==> config.mk <==
export PLATFORM = sky130hd
export DESIGN_NAME = hsv_to_rgb_converter_top
export DESIGN_NICKNAME = d
export VERILOG_FILES = /design/src/rtl/h2r_pkg.sv /design/src/rtl/hsv_to_rgb_converter_top.sv /design/src/rtl/h2r_div_cmax.sv
export SDC_FILE = /design/constraint.sdc
export NUM_CORES = 1
export LEC_CHECK = 0
export ABC_AREA = 1
export BUFFER_PORTS_ARGS = -buffer_cell sky130_fd_sc_hd__buf_2
export CAP_MARGIN = 5
export CORE_MARGIN = 2
export CORE_UTILIZATION = 35
export DETAILED_ROUTE_END_ITERATION = 10
export PLACE_DENSITY = 0.6
export SYNTH_ARGS = -nofsm -noshare
export SYNTH_HDL_FRONTEND = slang
export SYNTH_SLANG_ARGS = --single-unit
==> constraint.sdc <==
create_clock -name clk -period 6.8 [get_ports clk]
set_input_delay 0.68 -clock clk [delete_from_list [all_inputs] [get_ports clk]]
set_output_delay 0.68 -clock clk [all_outputs]
set_load 0.005 [all_outputs]
==> src/rtl/h2r_pkg.sv <==
// package for the hsv to rgb converter: default widths and hue sector codes
// no dependencies; imported by h2r_div_cmax and hsv_to_rgb_converter_top
package h2r_pkg;

  // default field widths
  localparam int HUE_BITS_DEF     = 16;
  localparam int CHANNEL_BITS_DEF = 8;

  // hue sector, one sixth of a turn each
  typedef enum logic [2:0] {
    SEC_RED_YEL = 3'd0,
    SEC_YEL_GRN = 3'd1,
    SEC_GRN_CYN = 3'd2,
    SEC_CYN_BLU = 3'd3,
    SEC_BLU_MAG = 3'd4,
    SEC_MAG_RED = 3'd5
  } sector_t;

endpackage

==> src/rtl/hsv_to_rgb_converter_top.sv <==
// hsv to rgb pixel converter, five-stage pipeline with stream handshakes
// depends on h2r_pkg and h2r_div_cmax
//
// Converts one HSV pixel to one RGB pixel per request and keeps no state
// between pixels. A new pixel is taken every clock cycle while the output
// side keeps up. The edge that takes a request already loads the first of five
// register stages, and the result is offered from the last of them, the output
// register. The stages are: hue sector and s*v, then s*v*f, then the
// rounded level numerators, then three divide-by-cmax units, then the sector
// select into the output register. Each stage holds its own valid bit and
// loads whenever it is empty or the stage after it has room, so a stall on
// the output fills empty stages first and loses nothing. Zero saturation
// gives grey (r = g = b = brightness). Reset clears the valid bits only.
module hsv_to_rgb_converter_top #(
  parameter int HUE_BITS     = h2r_pkg::HUE_BITS_DEF,
  parameter int CHANNEL_BITS = h2r_pkg::CHANNEL_BITS_DEF,
  localparam int IN_W  = ((HUE_BITS + 2*CHANNEL_BITS + 7) / 8) * 8,
  localparam int OUT_W = ((3*CHANNEL_BITS + 7) / 8) * 8
) (
  input  logic             clk,
  input  logic             rst_n,
  input  logic             in_tvalid,
  output logic             in_tready,
  input  logic [IN_W-1:0]  in_tdata,   // hue, saturation, brightness (low bit up)
  output logic             out_tvalid,
  input  logic             out_tready,
  output logic [OUT_W-1:0] out_tdata   // red, green, blue (low bit up), zero pad
);
  import h2r_pkg::*;

  localparam int H  = HUE_BITS;
  localparam int N  = CHANNEL_BITS;
  localparam int VW = 2*N;        // products of two channels
  localparam int FW = 2*N + H;    // s*v*f
  localparam int QW = 2*N + H + 1;
  localparam logic [N-1:0]  CMAX   = '1;
  localparam logic [VW-1:0] P_HALF = VW'(CMAX >> 1);
  localparam logic [QW-1:0] Q_HALF = QW'(CMAX) << (H-1);

  // input fields
  logic [H-1:0] hue;
  logic [N-1:0] sat;
  logic [N-1:0] bri;
  assign hue = in_tdata[H-1:0];
  assign sat = in_tdata[H +: N];
  assign bri = in_tdata[H+N +: N];

  // stage valid bits and room
  logic v1_r, v2_r, v3_r, v4_r, v5_r;
  logic rdy1, rdy2, rdy3, rdy4, rdy5;

  assign rdy5 = !v5_r || out_tready;
  assign rdy4 = !v4_r || rdy5;
  assign rdy3 = !v3_r || rdy4;
  assign rdy2 = !v2_r || rdy3;
  assign rdy1 = !v1_r || rdy2;
  assign in_tready = rdy1;

  always_ff @(posedge clk) begin
    if (!rst_n) begin
      v1_r <= 1'b0;
      v2_r <= 1'b0;
      v3_r <= 1'b0;
      v4_r <= 1'b0;
      v5_r <= 1'b0;
    end else begin
      if (rdy1) v1_r <= in_tvalid;
      if (rdy2) v2_r <= v1_r;
      if (rdy3) v3_r <= v2_r;
      if (rdy4) v4_r <= v3_r;
      if (rdy5) v5_r <= v4_r;
    end
  end

  // stage 1: hue*6 into sector and fraction, s*v
  logic [H+2:0]  h6;
  sector_t       s1_sec_nxt, s1_sec_r;
  logic [H-1:0]  s1_f_r;
  logic [VW-1:0] s1_vs_nxt, s1_vs_r;
  logic [N-1:0]  s1_v_r;

  always_comb begin
    h6         = ((H+3)'(hue) << 2) + ((H+3)'(hue) << 1);
    s1_sec_nxt = sector_t'(h6[H+2:H]);
    s1_vs_nxt  = VW'(bri) * VW'(sat);
  end

  always_ff @(posedge clk) begin
    if (rdy1) begin
      s1_sec_r <= s1_sec_nxt;
      s1_f_r   <= h6[H-1:0];
      s1_vs_r  <= s1_vs_nxt;
      s1_v_r   <= bri;
    end
  end

  // stage 2: s*v*f, v*cmax and v*(cmax - s)
  sector_t       s2_sec_r;
  logic [N-1:0]  s2_v_r;
  logic [FW-1:0] s2_vsf_nxt, s2_vsf_r;
  logic [VW-1:0] s2_vc_nxt, s2_vc_r;
  logic [VW-1:0] s2_vcs_nxt, s2_vcs_r;

  always_comb begin
    s2_vsf_nxt = FW'(s1_vs_r) * FW'(s1_f_r);
    s2_vc_nxt  = (VW'(s1_v_r) << N) - VW'(s1_v_r);
    s2_vcs_nxt = s2_vc_nxt - s1_vs_r;
  end

  always_ff @(posedge clk) begin
    if (rdy2) begin
      s2_sec_r <= s1_sec_r;
      s2_v_r   <= s1_v_r;
      s2_vsf_r <= s2_vsf_nxt;
      s2_vc_r  <= s2_vc_nxt;
      s2_vcs_r <= s2_vcs_nxt;
    end
  end

  // stage 3: rounded numerators, q and t pre-divided by the hue unit
  sector_t       s3_sec_r;
  logic [N-1:0]  s3_v_r;
  logic [QW-1:0] q_num, t_num;
  logic [VW-1:0] s3_p_nxt, s3_p_r;
  logic [VW-1:0] s3_q_r, s3_t_r;

  always_comb begin
    s3_p_nxt = s2_vcs_r + P_HALF;
    q_num    = (QW'(s2_vc_r) << H) - QW'(s2_vsf_r) + Q_HALF;
    t_num    = (QW'(s2_vcs_r) << H) + QW'(s2_vsf_r) + Q_HALF;
  end

  always_ff @(posedge clk) begin
    if (rdy3) begin
      s3_sec_r <= s2_sec_r;
      s3_v_r   <= s2_v_r;
      s3_p_r   <= s3_p_nxt;
      s3_q_r   <= q_num[H +: VW];
      s3_t_r   <= t_num[H +: VW];
    end
  end

  // stage 4: divide the three levels by cmax
  sector_t      s4_sec_r;
  logic [N-1:0] s4_v_r;
  logic [N-1:0] lvl_p, lvl_q, lvl_t;

  h2r_div_cmax #(.CHANNEL_BITS(N)) u_div_p (
    .clk(clk), .en(rdy4), .num(s3_p_r), .quo_r(lvl_p)
  );
  h2r_div_cmax #(.CHANNEL_BITS(N)) u_div_q (
    .clk(clk), .en(rdy4), .num(s3_q_r), .quo_r(lvl_q)
  );
  h2r_div_cmax #(.CHANNEL_BITS(N)) u_div_t (
    .clk(clk), .en(rdy4), .num(s3_t_r), .quo_r(lvl_t)
  );

  always_ff @(posedge clk) begin
    if (rdy4) begin
      s4_sec_r <= s3_sec_r;
      s4_v_r   <= s3_v_r;
    end
  end

  // stage 5: pick channels per sector into the output register
  logic [N-1:0] red_nxt, grn_nxt, blu_nxt;
  logic [N-1:0] red_r, grn_r, blu_r;

  always_comb begin
    case (s4_sec_r)
      SEC_RED_YEL: begin
        red_nxt = s4_v_r; grn_nxt = lvl_t;  blu_nxt = lvl_p;
      end
      SEC_YEL_GRN: begin
        red_nxt = lvl_q;  grn_nxt = s4_v_r; blu_nxt = lvl_p;
      end
      SEC_GRN_CYN: begin
        red_nxt = lvl_p;  grn_nxt = s4_v_r; blu_nxt = lvl_t;
      end
      SEC_CYN_BLU: begin
        red_nxt = lvl_p;  grn_nxt = lvl_q;  blu_nxt = s4_v_r;
      end
      SEC_BLU_MAG: begin
        red_nxt = lvl_t;  grn_nxt = lvl_p;  blu_nxt = s4_v_r;
      end
      default: begin
        red_nxt = s4_v_r; grn_nxt = lvl_p;  blu_nxt = lvl_q;
      end
    endcase
  end

  always_ff @(posedge clk) begin
    if (rdy5) begin
      red_r <= red_nxt;
      grn_r <= grn_nxt;
      blu_r <= blu_nxt;
    end
  end

  assign out_tvalid = v5_r;
  assign out_tdata  = OUT_W'({blu_r, grn_r, red_r});

endmodule

==> src/rtl/h2r_div_cmax.sv <==
// registered divide by the all-ones channel code (2^N - 1)
// depends on h2r_pkg for the default channel width
module h2r_div_cmax #(
  parameter int CHANNEL_BITS = h2r_pkg::CHANNEL_BITS_DEF
) (
  input  logic                        clk,
  input  logic                        en,
  input  logic [2*CHANNEL_BITS-1:0]   num,  // must stay below cmax*(cmax+1)
  output logic [CHANNEL_BITS-1:0]     quo_r
);
  import h2r_pkg::*;

  localparam int N = CHANNEL_BITS;
  localparam logic [N:0] CMAX1 = {1'b0, {N{1'b1}}};
  localparam logic [N:0] CMAX2 = {{N{1'b1}}, 1'b0};

  logic [N:0]   q0;
  logic [N:0]   rem;
  logic [N:0]   quo_full;
  logic [N-1:0] quo_nxt;

  // x = hi*2^N + lo, so x - hi*cmax = lo + hi; fix up with at most two steps
  always_comb begin
    q0  = {1'b0, num[2*N-1:N]};
    rem = {1'b0, num[N-1:0]} + q0;
    if (rem >= CMAX2) begin
      quo_full = q0 + (N+1)'(2);
    end else if (rem >= CMAX1) begin
      quo_full = q0 + (N+1)'(1);
    end else begin
      quo_full = q0;
    end
    quo_nxt = quo_full[N-1:0];
  end

  // result register
  always_ff @(posedge clk) begin
    if (en) begin
      quo_r <= quo_nxt;
    end
  end

endmodule
### Word-level counts from Yosys, hierarchy flattened

Cells that the tools add are included.

* add/subtract/negate cells: 17
* multiply operators: 2
* order comparisons: 6
* equality and inequality tests: 4
* multiplexer cells: 9
* reductions and logical operators: 15

Operator list (count)
* $pmux 8 s3: 3
* $add 32x23->32 const B: 2
* $mux 8: 6
* $add 32x32->32: 1
* $mul 16x16->32: 1
* $sub 32x32->32: 1
* $add 8x8->9: 3
* $ge 9x8->1 const B: 3
* $ge 9x9->1 const B: 3
* $add 8x1->8 const B: 3
* $add 8x2->8 const B: 3
* $add 18x17->19: 1
* $add 16x7->16 const B: 1
* $mul 8x8->16: 1
* $sub 16x16->16: 1
* $sub 16x8->16: 1
* $reduce_or 2->1: 4
* $eq 3x2->1 const B: 2
* $logic_not 1->1: 5
* $logic_or 1x1->1: 5
* $eq 3x1->1 const B: 1
* $eq 3x3->1 const B: 1
* $logic_not 3->1: 1

* register bits after elaboration: 241
* input bits: 36
* output and inout bits: 26
* logic and storage cells: 80

### Longest topological paths before layout

* depth in word-level cells: 6
* gate-level depth with buffers: 28

### Hierarchy

A second synthesis with hierarchy kept.

* cells, all modules: 3390
* area total of the unflattened synthesis: 26793.2 sq um

By module, submodules not included
* hsv_to_rgb_converter_top: instances 1, cells each 2850, area an instance 23110.9 sq um
* h2r_div_cmax: instances 3, cells each 180, area an instance 1227.4 sq um

### Worst setup path before layout

Ideal clock, no wire load.

* kind: register -> register
* start: register s1_f_r[15]
* end: register s2_vsf_r[31], data pin
* setup time: 0.260 ns
* arrival time: 5.302 ns
* slack: 1.238 ns
* stages on the path, launching flop included: 22
* buffers on the path: 2
* period minus slack after synthesis: 5.562 ns
* cell sequence: edfxtp_1 -> clkbuf_1 -> clkbuf_1 -> nand2_1 -> fa_1 -> fa_1 -> inv_1 -> fa_1 -> fa_1 -> fa_1 -> inv_1 -> fa_1 -> inv_1 -> ha_1 -> nand2_1 -> inv_1 -> nand2_1 -> nor3_1 -> nand4_1 -> nand3_1 -> a21oi_1 -> xnor2_1

* word-level cells in the longest chain between the ends: 1

RTL lines
* from (decl): line hsv_to_rgb_converter_top.sv:78 `logic [H-1:0] s1_f_r;`
* from (signal assigned): line hsv_to_rgb_converter_top.sv:91 `s1_f_r <= h6[H-1:0];`
* $mul 16x16->32: line hsv_to_rgb_converter_top.sv:105 `s2_vsf_nxt = FW'(s1_vs_r) * FW'(s1_f_r);`
* named net s2_vsf_nxt[31]: line hsv_to_rgb_converter_top.sv:100 `logic [FW-1:0] s2_vsf_nxt, s2_vsf_r;`
* to (signal assigned): line hsv_to_rgb_converter_top.sv:114 `s2_vsf_r <= s2_vsf_nxt;`
* to (decl): line hsv_to_rgb_converter_top.sv:100

The timed path passes the listed nets, and every way through them passes these cells.
A chain may end at the register's enable or synchronous reset.

### Worst setup path after layout

* start: register s1_vs_r[1]
* end: register s2_vsf_r[17], data pin

* word-level cells in the longest chain between the ends: 1

RTL lines
* from (decl): line hsv_to_rgb_converter_top.sv:79 `logic [VW-1:0] s1_vs_nxt, s1_vs_r;`
* from (signal assigned): line hsv_to_rgb_converter_top.sv:92 `s1_vs_r <= s1_vs_nxt;`
* $mul 16x16->32: line hsv_to_rgb_converter_top.sv:105
* named net s2_vsf_nxt[17]: line hsv_to_rgb_converter_top.sv:100

The timed path passes the listed nets, and every way through them passes these cells.

==> impl_metrics.tcl <==
set metrics [dict create \
    num_io_pins 62 \
    grt_util_all_layers_pct 15.8 \
    worst_ep_arrival_time_ns 6.30 \
    cts_buffers 28 \
    core_mm2 0.0715 \
    vias_per_cell 4.66 \
    cts_tree "yes" \
    grt-ovfl-total 0 \
    grt_pass1_wl_mm 95.7 \
    cap_violations 0 \
    antenna_found_initial 1 \
    fp.dieW_um 273 \
    die_h_um 273 \
    place.gp.congestion 0.918 \
    ys_seq_area_share_pct 28.1 \
    syn_to_final_growth_pct 8.49 \
    synth-async-reset-ratio_pct 0 \
    synth_cell_type_count 47 \
    netlist_area_mm2 0.0252 \
    finalSetupViolations 0 \
    port_buffers 61 \
    clockBufferDepth 3 \
    rsz0062_at_grt "false" \
    grt_pass1_vias 18700 \
    syn-instance-count 3021 \
    cts_max_level 1 \
    dieArea_mm2 0.0743 \
    drive_gt1_share_pct 5.03 \
    cts_resized 0 \
    grt_start_max_net_pins 74 \
    synth_nets 3549 \
    drt_wl_total_mm 57.5 \
    hpwl_mm 46.6 \
    n_fill_cell 7317 \
    hold_class "in -> reg" \
    post-route-drc-count 0 \
    clock_latency_ns 0.59 \
    relSlewSlack_pct 37.9 \
    period_share_pct 88.3 \
    hold_viol_final 0 \
    synth_edf_count 233 \
    drt_iter0_drc 982 \
    syn_avg_cell_area_um2 8.35 \
    wl_per_cell_um 14.3 \
    clkTransAtPathRegs_ns 0.07 \
    synth-main-ff-cell "edfxtp_1" \
    rows 98 \
    layout.nets 3571 \
    fmax_mhz 167 \
    tightest_slew_ns 0.930 \
    crit_path_end_kind "flop" \
    clock_sinks 238 \
    dr.pass1.iters 5 \
    fin_skew_ns 0.0276 \
    diodes 0 \
    root_buffer "clkbuf_16" \
    ctsHoldBuffers 0 \
    status "completed" \
    start_util_pct 35.3 \
    yosysWarnings 0 \
    crit_type "reg -> reg" \
    required_ns 7.10 \
    drv_slew 0 \
    antenna_left 0 \
    post-cts-setup-buffers 0 \
    ys_ff_latch 238 \
    min_period_ns 6.00 \
    via_count 18700 \
    startpoint_type "flop" \
    cp_max_fo 16 \
    final.setup.tns_ns 0 \
]
[worst paths after layout]
| check | startpoint | endpoint | slack (ns) | depth (start not counted) |
|---|---|---|---|---|
| max | s1_vs_r[1] | s2_vsf_r[17] | 0.80 | 17 |
| min | in_tdata[0] | s1_f_r[1] | 0.29 | 1 |
| max reg2reg | s1_vs_r[1] | s2_vsf_r[17] | 0.80 | 17 |
| min reg2reg | s3_v_r[2] | s4_v_r[2] | 0.42 | 0 |
[worst max-delay path, stage by stage, from the launching register on]
cell and delay (ns):
edfxtp_1 0.83, nand2_1 0.17, fa_1 0.52, fa_1 0.57, inv_1 0.06, fa_1 0.51
fa_1 0.52, fa_1 0.55, inv_1 0.05, fa_1 0.52, inv_1 0.04, ha_1 0.36
nand2_1 0.14, inv_1 0.07, a21boi_0 0.34, nand2_1 0.13, a31oi_1 0.23, xnor2_1 0.12
[final cells by class]
| class | instances | area (µm²) | share of cell area, % |
|---|---|---|---|
| Clock inverter | 11 | 105 | 0.384 |
| Inverter | 704 | 2640 | 9.66 |
| Tap cell | 950 | 1190 | 4.34 |
| Clock buffer | 39 | 762 | 2.78 |
| Timing Repair Buffer | 72 | 388 | 1.42 |
| Sequential cell | 238 | 7100 | 25.9 |
| Multi-Input combinational cell | 1999 | 15200 | 55.5 |
[per-layer routing]
| layer | up-vias | wire length (µm) | GRT usage (%) |
|---|---|---|---|
| met5 | - | 0 | 0 |
| li1 | 9436 | - | - |
| met3 | 89 | 2360 | 1.64 |
| met2 | 389 | 26500 | 26.4 |
| met4 | 0 | 1340 | 3.90 |
| met1 | 8773 | 27300 | 21.9 |
[kinds of logic after synthesis]
group	after synthesis	synth area share (%)
buffers and inverters	784	11.7
and+or+nand+nor	1108	18.3
DFF	238	28.1
adders and majority gates	492	31.0
AOI/OAI and AO/OA	250	5.64
xor gates and xnor gates	149	5.20
[metrics by stage]
stage	cell area, µm²	instances	setup slack, ns	hold WS (ns)	util, %
3_3_place_gp	26500	3963	0.913	0.407	37.1
4_1_cts	27400	4013	0.811	0.277	38.3
3_5_place_dp	26500	3963	0.823	0.408	37.1
5_1_grt	27400	4013	0.486	0.292	38.3
2_1_floorplan	25200	3021	1.24	0.400	-
6_report	27400	4013	0.797	0.292	38.3
[sequential cells by signal, summed over array words and instances (netlist names), 15 cells and up]
name / flops
s3_q_r: 16
s2_vc_r: 15
s1_f_r: 15
s1_vs_r: 16
s3_t_r: 16
s2_vcs_r: 16
s2_vsf_r: 31
s3_p_r: 16
[synth_stat cells, types with 2 or more instances]
library cell | count | share of area (%)
fa_1 | 223 | 18
o21a_1 | 2 | 0.059
xnor2_1 | 40 | 1.4
nor3_1 | 28 | 0.56
a21boi_0 | 2 | 0.059
ha_1 | 269 | 13
a21o_1 | 16 | 0.48
nand3b_1 | 3 | 0.089
o2111ai_1 | 10 | 0.35
o21ai_1 | 7 | 0.14
nand4_1 | 23 | 0.57
edfxtp_1 | 233 | 28
a31oi_1 | 13 | 0.32
o21bai_1 | 7 | 0.21
inv_2 | 4 | 0.059
nand3_2 | 6 | 0.24
nand3_1 | 126 | 2.5
xor2_1 | 108 | 3.7
clkbuf_1 | 78 | 1.2
a211oi_1 | 4 | 0.12
o31ai_1 | 2 | 0.059
nor2_2 | 7 | 0.17
a21oi_1 | 118 | 2.3
nand2_4 | 2 | 0.089
nor2_4 | 3 | 0.13
nor2_1 | 121 | 1.8
nand3_4 | 2 | 0.14
inv_1 | 699 | 10
o21ai_0 | 50 | 0.99
or2_2 | 4 | 0.099
nand2_2 | 4 | 0.099
dfxtp_1 | 5 | 0.40
nor4_1 | 7 | 0.17
buf_2 | 2 | 0.040
nand2_1 | 765 | 11
nor3_2 | 4 | 0.16
o22ai_1 | 14 | 0.35
[layout by cell type (no fill, tap or decap), types with 5 or more instances in the layout]
cell,Yosys,layout
nor4_1,7,7
ha_1,269,269
nor3_1,28,28
o22ai_1,14,14
nand3_2,6,6
buf_4,0,11
inv_1,699,697
fa_1,223,223
a21o_1,16,16
o21bai_1,7,7
a31oi_1,13,13
inv_2,4,6
buf_2,2,61
o21ai_1,7,7
clkbuf_16,0,28
nand4_1,23,23
edfxtp_1,233,233
clkbuf_1,78,9
o2111ai_1,10,10
nor2_1,121,121
nand2_1,765,764
dfxtp_1,5,5
nand2_2,4,5
nor2_2,7,7
clkinv_2,1,7
nand3_1,126,126
a21oi_1,118,118
xor2_1,108,108
xnor2_1,40,40
o21ai_0,50,50
Power is not shown: default switching activity piles up to over one toggle a cycle in this logic, so the estimate is an artifact.
